[config.mk]
export PLATFORM = sky130hd
export DESIGN_NAME = double_ended_queue
export DESIGN_NICKNAME = d
export VERILOG_FILES = /design/src/design/dq_pkg.sv /design/src/design/double_ended_queue.sv /design/src/design/dq_ctrl.sv /design/src/design/dq_datapath.sv
export SDC_FILE = /design/constraint.sdc
export NUM_CORES = 2
export LEC_CHECK = 0
export ABC_CLOCK_PERIOD_IN_PS = 6900
export BUFFER_PORTS_ARGS = -buffer_cell sky130_fd_sc_hd__buf_2
export CELL_PAD_IN_SITES_DETAIL_PLACEMENT = 1
export CELL_PAD_IN_SITES_GLOBAL_PLACEMENT = 2
export CORE_UTILIZATION = 50
export DETAILED_ROUTE_END_ITERATION = 10
export GPL_TIMING_DRIVEN = 0
export PLACE_DENSITY_LB_ADDON = 0.1
export SYNTH_ARGS = -nofsm -noshare
export SYNTH_HDL_FRONTEND = slang
export SYNTH_HIERARCHICAL = 1
export SYNTH_SLANG_ARGS = --single-unit
[constraint.sdc]
create_clock -name i_clk -period 6.9 [get_ports i_clk]
set_clock_uncertainty 0.1 [all_clocks]
set_input_delay 0.345 -clock i_clk [delete_from_list [all_inputs] [get_ports i_clk]]
set_output_delay 0.345 -clock i_clk [all_outputs]
set_load 0.05 [all_outputs]
[src/design/dq_pkg.sv]
package dq_pkg;

    // operation codes carried on the func field
    typedef enum logic [1:0] {
        OP_PUSH_FRONT = 2'd0,
        OP_PUSH_BACK  = 2'd1,
        OP_POP_FRONT  = 2'd2,
        OP_POP_BACK   = 2'd3
    } t_op;

    // result status codes
    typedef enum logic [1:0] {
        STS_OK    = 2'd0,
        STS_EMPTY = 2'd1,
        STS_FULL  = 2'd2
    } t_status;

    // controller states
    typedef enum logic [1:0] {
        ST_IDLE,
        ST_EXEC,
        ST_LOAD
    } t_state;

    // commands from controller to datapath
    typedef struct packed {
        logic capture;
        logic exec;
        logic load;
    } t_dq_cmd;

    // status from datapath to controller
    typedef struct packed {
        logic out_free;
    } t_dq_sts;

endpackage

[src/design/double_ended_queue.sv]
// Bounded double-ended queue of DEPTH elements of DATA_WIDTH bits. Each
// input transaction carries one operation (push front, push back, pop front,
// pop back) and yields exactly one result transaction: the popped value (zero
// on a push or a failed pop), a status (ok, pop on empty, push on full), the
// element count afterwards and an empty flag. A failed push or pop leaves the
// queue unchanged. A transaction passes through capture, store access with
// registered read and result load; the load waits until the output register
// is free. A new transaction is accepted only once the last one is loaded;
// the result sits in an output register, so the next transaction is accepted
// while it waits to be taken. No clearing pass is needed after reset.
module double_ended_queue #(
    parameter int DEPTH      = 64,
    parameter int DATA_WIDTH = 32
) (
    input  logic                           i_clk,
    input  logic                           i_rst_n,
    input  logic                           i_valid,
    output logic                           o_ready,
    input  logic [1:0]                     i_func,
    input  logic [DATA_WIDTH-1:0]          i_value_in,
    output logic                           o_valid,
    input  logic                           i_ready,
    output logic [DATA_WIDTH-1:0]          o_value_out,
    output logic [1:0]                     o_status,
    output logic [$clog2(DEPTH+1)-1:0]     o_count,
    output logic                           o_is_empty
);

    dq_pkg::t_dq_cmd cmd;
    dq_pkg::t_dq_sts sts;

    // sequencing of each transaction
    dq_ctrl u_ctrl (
        .i_clk   (i_clk),
        .i_rst_n (i_rst_n),
        .i_valid (i_valid),
        .o_ready (o_ready),
        .i_sts   (sts),
        .o_cmd   (cmd)
    );

    // store, pointers and result register
    dq_datapath #(
        .DEPTH      (DEPTH),
        .DATA_WIDTH (DATA_WIDTH)
    ) u_datapath (
        .i_clk       (i_clk),
        .i_rst_n     (i_rst_n),
        .i_cmd       (cmd),
        .o_sts       (sts),
        .i_func      (i_func),
        .i_value_in  (i_value_in),
        .o_valid     (o_valid),
        .i_out_ready (i_ready),
        .o_value_out (o_value_out),
        .o_status    (o_status),
        .o_count     (o_count),
        .o_is_empty  (o_is_empty)
    );

endmodule

[src/design/dq_ctrl.sv]
module dq_ctrl (
    input  logic             i_clk,
    input  logic             i_rst_n,
    input  logic             i_valid,
    output logic             o_ready,
    input  dq_pkg::t_dq_sts  i_sts,
    output dq_pkg::t_dq_cmd  o_cmd
);

    dq_pkg::t_state r_state;
    dq_pkg::t_state n_state;

    // state register
    always_ff @(posedge i_clk) begin
        if (!i_rst_n) begin
            r_state <= dq_pkg::ST_IDLE;
        end else begin
            r_state <= n_state;
        end
    end

    // next state and commands
    always_comb begin
        n_state       = r_state;
        o_ready       = 1'b0;
        o_cmd.capture = 1'b0;
        o_cmd.exec    = 1'b0;
        o_cmd.load    = 1'b0;
        case (r_state)
            dq_pkg::ST_IDLE: begin
                o_ready = 1'b1;
                if (i_valid) begin
                    o_cmd.capture = 1'b1;
                    n_state       = dq_pkg::ST_EXEC;
                end
            end
            dq_pkg::ST_EXEC: begin
                o_cmd.exec = 1'b1;
                n_state    = dq_pkg::ST_LOAD;
            end
            dq_pkg::ST_LOAD: begin
                if (i_sts.out_free) begin
                    o_cmd.load = 1'b1;
                    n_state    = dq_pkg::ST_IDLE;
                end
            end
            default: begin
                n_state = dq_pkg::ST_IDLE;
            end
        endcase
    end

endmodule

[src/design/dq_datapath.sv]
module dq_datapath #(
    parameter int DEPTH      = 64,
    parameter int DATA_WIDTH = 32
) (
    input  logic                           i_clk,
    input  logic                           i_rst_n,
    input  dq_pkg::t_dq_cmd                i_cmd,
    output dq_pkg::t_dq_sts                o_sts,
    input  logic [1:0]                     i_func,
    input  logic [DATA_WIDTH-1:0]          i_value_in,
    output logic                           o_valid,
    input  logic                           i_out_ready,
    output logic [DATA_WIDTH-1:0]          o_value_out,
    output logic [1:0]                     o_status,
    output logic [$clog2(DEPTH+1)-1:0]     o_count,
    output logic                           o_is_empty
);

    localparam int PW = $clog2(DEPTH);
    localparam int CW = $clog2(DEPTH + 1);

    // element store
    logic [DATA_WIDTH-1:0] r_mem [DEPTH];

    // captured transaction
    dq_pkg::t_op           r_func;
    logic [DATA_WIDTH-1:0] r_value;

    // queue state
    logic [PW-1:0] r_front, n_front;
    logic [PW-1:0] r_back, n_back;
    logic [CW-1:0] r_count, n_count;

    // per-transaction working results
    logic [DATA_WIDTH-1:0] r_rd_data;
    dq_pkg::t_status       r_status, n_status;
    logic                  r_pop_ok, n_pop_ok;

    // output register
    logic                  r_out_valid;
    logic [DATA_WIDTH-1:0] r_out_value;
    dq_pkg::t_status       r_out_status;
    logic [CW-1:0]         r_out_count;
    logic                  r_out_empty;

    logic          wr_en;
    logic [PW-1:0] wr_addr;
    logic [PW-1:0] rd_addr;
    logic          full, empty;
    logic [PW-1:0] front_prev, front_next, back_prev, back_next;

    // pointer neighbours, wrapping at the store depth
    always_comb begin
        full       = (r_count == CW'(DEPTH));
        empty      = (r_count == '0);
        front_prev = (r_front == '0) ? PW'(DEPTH - 1) : r_front - 1'b1;
        front_next = (r_front == PW'(DEPTH - 1)) ? '0 : r_front + 1'b1;
        back_prev  = (r_back == '0) ? PW'(DEPTH - 1) : r_back - 1'b1;
        back_next  = (r_back == PW'(DEPTH - 1)) ? '0 : r_back + 1'b1;
    end

    // operation decode and state update
    always_comb begin
        n_front  = r_front;
        n_back   = r_back;
        n_count  = r_count;
        n_status = dq_pkg::STS_OK;
        n_pop_ok = 1'b0;
        wr_en    = 1'b0;
        wr_addr  = r_back;
        rd_addr  = r_front;
        case (r_func)
            dq_pkg::OP_PUSH_FRONT: begin
                if (full) begin
                    n_status = dq_pkg::STS_FULL;
                end else begin
                    wr_en   = 1'b1;
                    wr_addr = front_prev;
                    n_front = front_prev;
                    n_count = r_count + 1'b1;
                end
            end
            dq_pkg::OP_PUSH_BACK: begin
                if (full) begin
                    n_status = dq_pkg::STS_FULL;
                end else begin
                    wr_en   = 1'b1;
                    wr_addr = r_back;
                    n_back  = back_next;
                    n_count = r_count + 1'b1;
                end
            end
            dq_pkg::OP_POP_FRONT: begin
                if (empty) begin
                    n_status = dq_pkg::STS_EMPTY;
                end else begin
                    n_pop_ok = 1'b1;
                    rd_addr  = r_front;
                    n_front  = front_next;
                    n_count  = r_count - 1'b1;
                end
            end
            dq_pkg::OP_POP_BACK: begin
                if (empty) begin
                    n_status = dq_pkg::STS_EMPTY;
                end else begin
                    n_pop_ok = 1'b1;
                    rd_addr  = back_prev;
                    n_back   = back_prev;
                    n_count  = r_count - 1'b1;
                end
            end
            default: begin
                n_status = dq_pkg::STS_OK;
            end
        endcase
    end

    // transaction capture
    always_ff @(posedge i_clk) begin
        if (i_cmd.capture) begin
            r_func  <= dq_pkg::t_op'(i_func);
            r_value <= i_value_in;
        end
    end

    // store write and registered read
    always_ff @(posedge i_clk) begin
        if (i_cmd.exec && wr_en) begin
            r_mem[wr_addr] <= r_value;
        end
        if (i_cmd.exec) begin
            r_rd_data <= r_mem[rd_addr];
        end
    end

    // pointers and count
    always_ff @(posedge i_clk) begin
        if (!i_rst_n) begin
            r_front <= '0;
            r_back  <= '0;
            r_count <= '0;
        end else if (i_cmd.exec) begin
            r_front <= n_front;
            r_back  <= n_back;
            r_count <= n_count;
        end
    end

    // status of the executed transaction
    always_ff @(posedge i_clk) begin
        if (i_cmd.exec) begin
            r_status <= n_status;
            r_pop_ok <= n_pop_ok;
        end
    end

    // output register valid
    always_ff @(posedge i_clk) begin
        if (!i_rst_n) begin
            r_out_valid <= 1'b0;
        end else if (i_cmd.load) begin
            r_out_valid <= 1'b1;
        end else if (i_out_ready) begin
            r_out_valid <= 1'b0;
        end
    end

    // output register payload
    always_ff @(posedge i_clk) begin
        if (i_cmd.load) begin
            r_out_value  <= r_pop_ok ? r_rd_data : '0;
            r_out_status <= r_status;
            r_out_count  <= r_count;
            r_out_empty  <= (r_count == '0);
        end
    end

    assign o_sts.out_free = !r_out_valid || i_out_ready;
    assign o_valid        = r_out_valid;
    assign o_value_out    = r_out_value;
    assign o_status       = r_out_status;
    assign o_count        = r_out_count;
    assign o_is_empty     = r_out_empty;

`ifndef SYNTHESIS
    a_count_bound: assert property (@(posedge i_clk) disable iff (!i_rst_n)
        r_count <= CW'(DEPTH))
        else $error("element count beyond store depth");

    a_ptr_meet: assert property (@(posedge i_clk) disable iff (!i_rst_n)
        (r_count == '0 || r_count == CW'(DEPTH)) |-> (r_front == r_back))
        else $error("pointers apart on empty or full queue");

    a_count_step: assert property (@(posedge i_clk) disable iff (!i_rst_n)
        i_cmd.exec |=> (r_count == $past(r_count)
                        || r_count == $past(r_count) + CW'(1)
                        || r_count == $past(r_count) - CW'(1)))
        else $error("count moved by more than one");

    a_out_load: assert property (@(posedge i_clk) disable iff (!i_rst_n)
        $rose(r_out_valid) |-> $past(i_cmd.load))
        else $error("result shown without a load");
`endif

endmodule
-- Yosys cells after proc, flatten, opt, wreduce, memory -nomap -nowiden
Memories as Yosys holds them, arrays and structs flattened. A register that Yosys moved wholly into a read port is not among the register bits.
Cells that the tools add are included.
- flip-flop bits (word level): 101
- output and inout bits: 44
- bits of input ports: 38
- RAM bits: 2048
- memories kept: 1
- memories (memory ; words ; bits a word ; rd ports ; clocked after Yosys merged registers in ; wr ports ; RTL line ; source):
    u_datapath.r_mem ; 64 ; 32 ; 1 ; 1 ; 1 ; dq_datapath.sv:23 ; logic [DATA_WIDTH-1:0] r_mem [DEPTH];
- reduce and logical (&&, ||, !) cells: 17
- eq/ne operators: 16
- $add $sub $neg: 6
- mux-type cells: 36
- operator list (kind ; count):
    2-to-1 mux 6 bit ; 12
    case mux 6 bit (2 select lines) ; 2
    inequality test 2 bit (second input constant) ; 8
    2-to-1 mux 1 bit ; 14
    2-to-1 mux 7 bit ; 2
    case mux 7 bit (2 select lines) ; 1
    adder 6 x 1 -> 6 bit (second input constant) ; 2
    == test 6 bit (second input constant) ; 2
    logical NOT 6 bit ; 2
    subtractor 6 x 1 -> 6 bit (second input constant) ; 2
    AND reduction 4 bit ; 2
    adder 7 x 1 -> 7 bit (second input constant) ; 1
    == test 7 bit (second input constant) ; 1
    logical NOT 7 bit ; 1
    subtractor 7 x 1 -> 7 bit (second input constant) ; 1
    == test 2 bit (second input constant) ; 3
    2-to-1 mux 2 bit ; 3
    case mux 2 bit (3 select lines) ; 1
    nonzero test 2 bit ; 3
    == test 2 x 1 -> 1 bit (second input constant) ; 2
    logical NOT 2 bit ; 2
    case mux 2 bit (2 select lines) ; 1
    OR reduction 2 bit ; 2
    AND reduction 3 bit ; 1
    4 further kinds ; 4

-- Longest topological paths before layout
- depth after elaboration: 6
- depth in mapped cells: 15
- depth with buffers taken out: 11

-- By module
Netlist, hierarchy kept.
- by module, submodules not included (module ; area an instance (sq um) ; seq. area each (sq um) ; times used ; cells each):
    dq_datapath ; 83871.7 ; 65232.6 ; 1 ; 5770
    dq_ctrl ; 95.1 ; 40.0 ; 1 ; 9

-- Least setup slack after synthesis
OpenSTA, ideal clock, no wires.
- kind: register to register
- start point: register u_datapath.r_count[0]
- end point: memory u_datapath.r_mem[42][0] (enable)
- setup slack: 2810 ps
- required time: 6379 ps
- stages on the path, launching flop included: 10
- arrival: 3569 ps
- period minus slack after synthesis: 4090 ps
- path buffers: 1
- library setup time: 421 ps
- cells stage by stage: dfxtp_1 -> or4_1 -> nor3_1 -> a21oi_1 -> nor2b_1 -> buf_2 -> mux2i_1 -> nor2b_1 -> nand2_1 -> nor2_1
- cells in the longest elaborated chain, start to end: 6
- elaborated cells between the ends (all ways): 8
- classes of those cells: 1 x eq/ne; 6 x mux; 1 x reduce/logical
- ends and longest elaborated chain (item ; RTL line ; source):
    start, declared ; dq_datapath.sv:32 ; logic [CW-1:0] r_count, n_count;
    start signal, assigned ; dq_datapath.sv:146 ; r_count <= n_count;
    == test 7 bit (*) ; dq_datapath.sv:54 ; full = (r_count == CW'(DEPTH));
    2-to-1 mux 1 bit ; dq_datapath.sv:74, dq_datapath.sv:84 ;
    2-to-1 mux 1 bit ; n/a ;
    logical AND 1 bit ; dq_datapath.sv:129 ; if (i_cmd.exec && wr_en) begin
    2-to-1 mux 1 bit ; dq_datapath.sv:129 ;
    2-to-1 mux 1 bit (implied by the code) ; dq_datapath.sv:130 ; r_mem[wr_addr] <= r_value;
    end, declared ; dq_datapath.sv:23 ;
Every way passes the cells marked *; elsewhere a longest branch is shown, timed or not.

-- Worst setup path after layout
- start point: register u_datapath.r_back[0]
- end point: register u_datapath.r_rd_data[27], read port of u_datapath.r_mem (data pin)
- cells in the longest elaborated chain, start to end: 4
- elaborated cells between the ends (all ways): 5
- classes of those cells: 1 x add/sub; 3 x mux; 1 x reduce/logical
- ends and longest elaborated chain (item ; RTL line ; source):
    start, declared ; dq_datapath.sv:31 ; logic [PW-1:0] r_back, n_back;
    start signal, assigned ; dq_datapath.sv:145 ; r_back <= n_back;
    subtractor 6 x 1 -> 6 bit / logical NOT 6 bit (equally long branches) ; dq_datapath.sv:58 ; back_prev = (r_back == '0) ? PW'(DEPTH - 1) : r_back - 1'b1;
    2-to-1 mux 6 bit (*) ; dq_datapath.sv:58 ;
    2-to-1 mux 6 bit (*) ; dq_datapath.sv:104 ; if (empty) begin
    2-to-1 mux 6 bit (*) ; n/a ;
    end, declared ; dq_datapath.sv:35 ; logic [DATA_WIDTH-1:0] r_rd_data;
Marks and branches as above.
A chain may end at the register's enable or synchronous reset.

==> results.md <==
- Ys flop type: edfxtp_1
- VDD IR max: 0.0002989 V
- Worst Max-Slew Pin Slew: 1.817 ns
- DRC: 0
- Crit path capture type: flip-flop
- Final Non-Filler Cells: 8752
- WP data required: 7.53 ns
- Via count: 64011
- CP top delay family: buffers and inverters
- Via-to-Cell Ratio: 7.314
- Post-Synth Simple-Gate Area: 11.07%
- Placed cells: 8278
- Critical path buffers and inverters: 4
- Adder-cell area share of the yosys netlist: 0.1878%
- Clock Latency Late Sink: 0.91 ns
- Yosys top cell area share: 77.21%
- Total Routing Usage GR: 49.90%
- Detailed Route Iter0 Violations: 13067
- Run status: finished with violations
- Uppermost layer routed: met5
- Gpl congestion: 1.038
- Min-Delay Path Class: in -> reg
- Tcrit/Tclk final: 103.3%
- Register-to-Register Path Depth: 14
- Failing checks: capacitance limit, slew limit, setup timing
- Critical path type: reg -> reg
- CTS sink cnt: 2181
- Top post-synthesis cells by count: 2159 x edfxtp_1, 1334 x nand2_1, 445 x nand3_1
- Reg-to-Reg Start: u_datapath/r_back[0]
- MaxCap Viol Count: 24
- Setup bufs post-CTS: 0
- Row cnt: 150
- Unique cell type count in the Yosys netlist: 82
- IO Port Bufs: 81
- Chip Height: 411.8 microns
- Layout cell share with drive strength beyond 1: 14.30%
- Fin crit period: 7.124 ns
- Fraction of registers with async set/reset: 0%
- Clk pin slew, worst setup/hold paths: 0.06 ns
- Placed cell areas: 92580 sq um
- Worst R2R End: u_datapath/r_rd_data[27]
- FF-to-FF setup slack: -0.22 ns
- Critical path launch point type: flip-flop
- Slew Limit Fails: 150
- Vias in the first global route: 59749
- Total grt overflow: 0
- Router iterations before antenna repair: 9
- Initial antenna violation count: 62
- Crit path depth: 14
- Critical Path Sink: u_datapath/r_rd_data[27]
- Mux contribution to synthesized area: 1.238%
- Yosys warns: 6
- Cell repeated most along the worst path: nand3_1
- Die X: 411.8 microns
- Pin count of the biggest net entering global routing: 32
- Synth Area in Compound Gates: 7.556%
- Area growth syn-to-layout: 18.89%
- Synth top area cells: edfxtp_1 77%, nand2_1 6.0%, nand3_1 2.7%
- Syn nets: 5829
- DP HPWL: 297200 microns
- CP arrival: 7.76 ns
- Root buf cell: clkbuf_16
- Max_slew headroom: -21.12%
- Endpoints failing setup: 6
- Syn_area_per_cell: 14.53 sq um
- Leak Pwr: 32.77 nW
- Fillers: 15495
- Starting Density: 50.27%
- Post-Syn Instances: 5779
- Met3 WL: 74370 microns
- Mapped Area: 83970 sq um
- CP Cell Sequence: clkbuf_1 > inv_1 > ha_1 > or2_2 > o21a_1 > mux2i_4 > buf_2 > buf_1 > nand2_1 > nand3_1 > o2111ai_1 > a21oi_1 > nor4_1 > nand3_1
- Antenna Nets Post-Route: 0
- Clk buf depth: 3
- Number of H-tree levels: 4
- Slowest-stage cell, CP: buf_1
- Post-synth EDFFs: 2159
- Final core area utilization: 59.76%
- Total power: 31.16 mW
- CTS tree: done
- RSZ-0062 raised after global routing: no
- Num CTS Buffers: 218
- Worst path max stage delay: 1.37 ns
- Area leader, netlist: edfxtp_1
- Full die area: 169600 sq um
- Most frequent cell after synthesis: edfxtp_1
- Post-Synth XOR/XNOR Area: 0.1356%
- Sequential share of the synthesized area: 77.74%
- CORE AREA: 167000 sq um
- Met2 wire length: 174400 microns
- Worst setup path startpoint: u_datapath/r_back[0]
- Post-layout worst setup margin: -0.2243 ns
- Endpoints failing hold: 0
- Main combinational cell family by area after synthesis: simple AND/OR/NAND/NOR gates
- Metal-1 WL: 136200 microns
- PD cells: 312.2 nW/um^2
- Fmax: 140.4 MHz
- First-pass GRT wire length: 548000 microns
- Nets: 6386
- Crit Path Max Fanout: 10
- Avg WL per Cell: 48.66 microns
- Final WL: 425900 microns
- Final instance area: 99830 sq um
- Number of synthesized register bits: 2181
- Num ports: 82
[kinds of logic after synthesis]
family          after synthesis
flops                      2181
buf+inv                     366
mux                          97
fa+ha+maj                    12
xor+xnor                     13
compound gates              914
simple gates               2196
[cells in the final DEF (no fill, tap or decap), types with 10 or more instances in the layout]
master	count
o211ai_1	40
inv_1	10
o221ai_1	24
and3_1	14
clkbuf_16	220
o2111ai_1	125
dfxtp_1	22
edfxtp_1	2159
nand2_1	1334
a2111oi_2	11
a31oi_1	125
buf_16	101
dlygate4sd3_1	38
o22ai_1	114
nor4_1	19
nor3_1	24
o21ai_0	194
and2_1	44
buf_2	274
clkinv_1	59
nor2_1	161
nand4_1	39
a311oi_1	55
mux2i_1	90
a32oi_1	46
nand3_1	445
bufinv_16	11
xnor2_1	10
buf_1	31
buf_6	15
clkinv_2	23
ha_1	11
nor2_4	66
diode_2	38
buf_4	28
a21oi_1	73
buf_12	89
clkbuf_2	11
clkbuf_1	160
[registers in the layout, summed over array words and instances, names as in the netlist, 2 cells and up]
register	flops
u_datapath/r_status	2
u_datapath/o_count	7
u_datapath/r_func	2
u_datapath/r_mem	2048
u_datapath/r_value	32
u_datapath/o_value_out	32
u_datapath/o_status	2
u_datapath/r_rd_data	32
u_ctrl/r_state	2
u_datapath/r_count	7
u_datapath/r_back	6
u_datapath/r_front	6
[layout make-up]
class,instances,area (sq um),area share [%]
Inverter,10,37.54,0.03760
Antenna cell,38,95.09,0.09526
Clock buffer,286,5793,5.803
Clock inverter,108,877.1,0.8786
Buffer,356,1717,1.720
Multi-Input combinational cell,3232,17640,17.67
Sequential cell,2181,65270,65.39
Tap cell,2204,2758,2.762
Timing Repair Buffer,337,5635,5.645
[worst reg2reg max path: cells and delay by family (launching register included)]
kind                       cells  cell delay (ns)
AOI/OAI and AO/OA              3             1.64
adders and majority gates      1             0.27
buffers and inverters          4             2.68
DFF                            1             0.34
muxes                          1             0.45
and+or+nand+nor                5             1.49
[power by group]
group | leakage, nW | switching [mW] | total (mW) | internal (mW)
combinational | 9.91 | 3.92 | 4.90 | 0.975
clock | 3.24 | 5.21 | 11.5 | 6.28
sequential | 19.6 | 0.0846 | 14.8 | 14.7
[how the worst min path moves through the flow]
stage | start | cells after the start | to | slack [ns]
detailed placement | u_datapath/r_status[0] | 0 | u_datapath/o_status[0] | 0.31
global placement | u_datapath/r_status[1] | 0 | u_datapath/o_status[1] | 0.31
global route | i_value_in[9] | 2 | u_datapath/r_value[9] | 0.07
CTS | i_value_in[17] | 2 | u_datapath/r_value[17] | 0.02
finish | i_value_in[17] | 2 | u_datapath/r_value[17] | 0.06
floorplan | u_datapath/r_status[0] | 0 | u_datapath/o_status[0] | 0.30
[per-stage QoR]
| stage | setup TNS [ns] | worst slack [ns] | hold WS [ns] |
|---|---|---|---|
| after detailed placement | 0 | 0.09006 | 0.3119 |
| after global routing | 0 | 0.1577 | 0.06767 |
| final | -0.8278 | -0.2243 | 0.05832 |
| after CTS | 0 | 0.05218 | 0.02265 |
| after floorplan | 0 | 2.810 | 0.3003 |
| after global placement | -3095.07 | -2.247 | 0.3072 |
[layer usage]
layer | vias to the layer above | GRT usage [%]
li1 | 23262 | -
met1 | 32467 | 59.71
met2 | 6481 | 69.17
met3 | 1757 | 23.77
met4 | 44 | 38.62
met5 | - | 0
[timing repair]
| item | 4_1_cts | 5_1_grt |
|---|---|---|
| gates resized for setup | 0 | 2 |
| endpoints found under the setup margin | 0 | 2 |
| hold endpoints to repair | 75 | 0 |
| hold buffers | 38 | 0 |
Power figures use the tool's default switching activity.
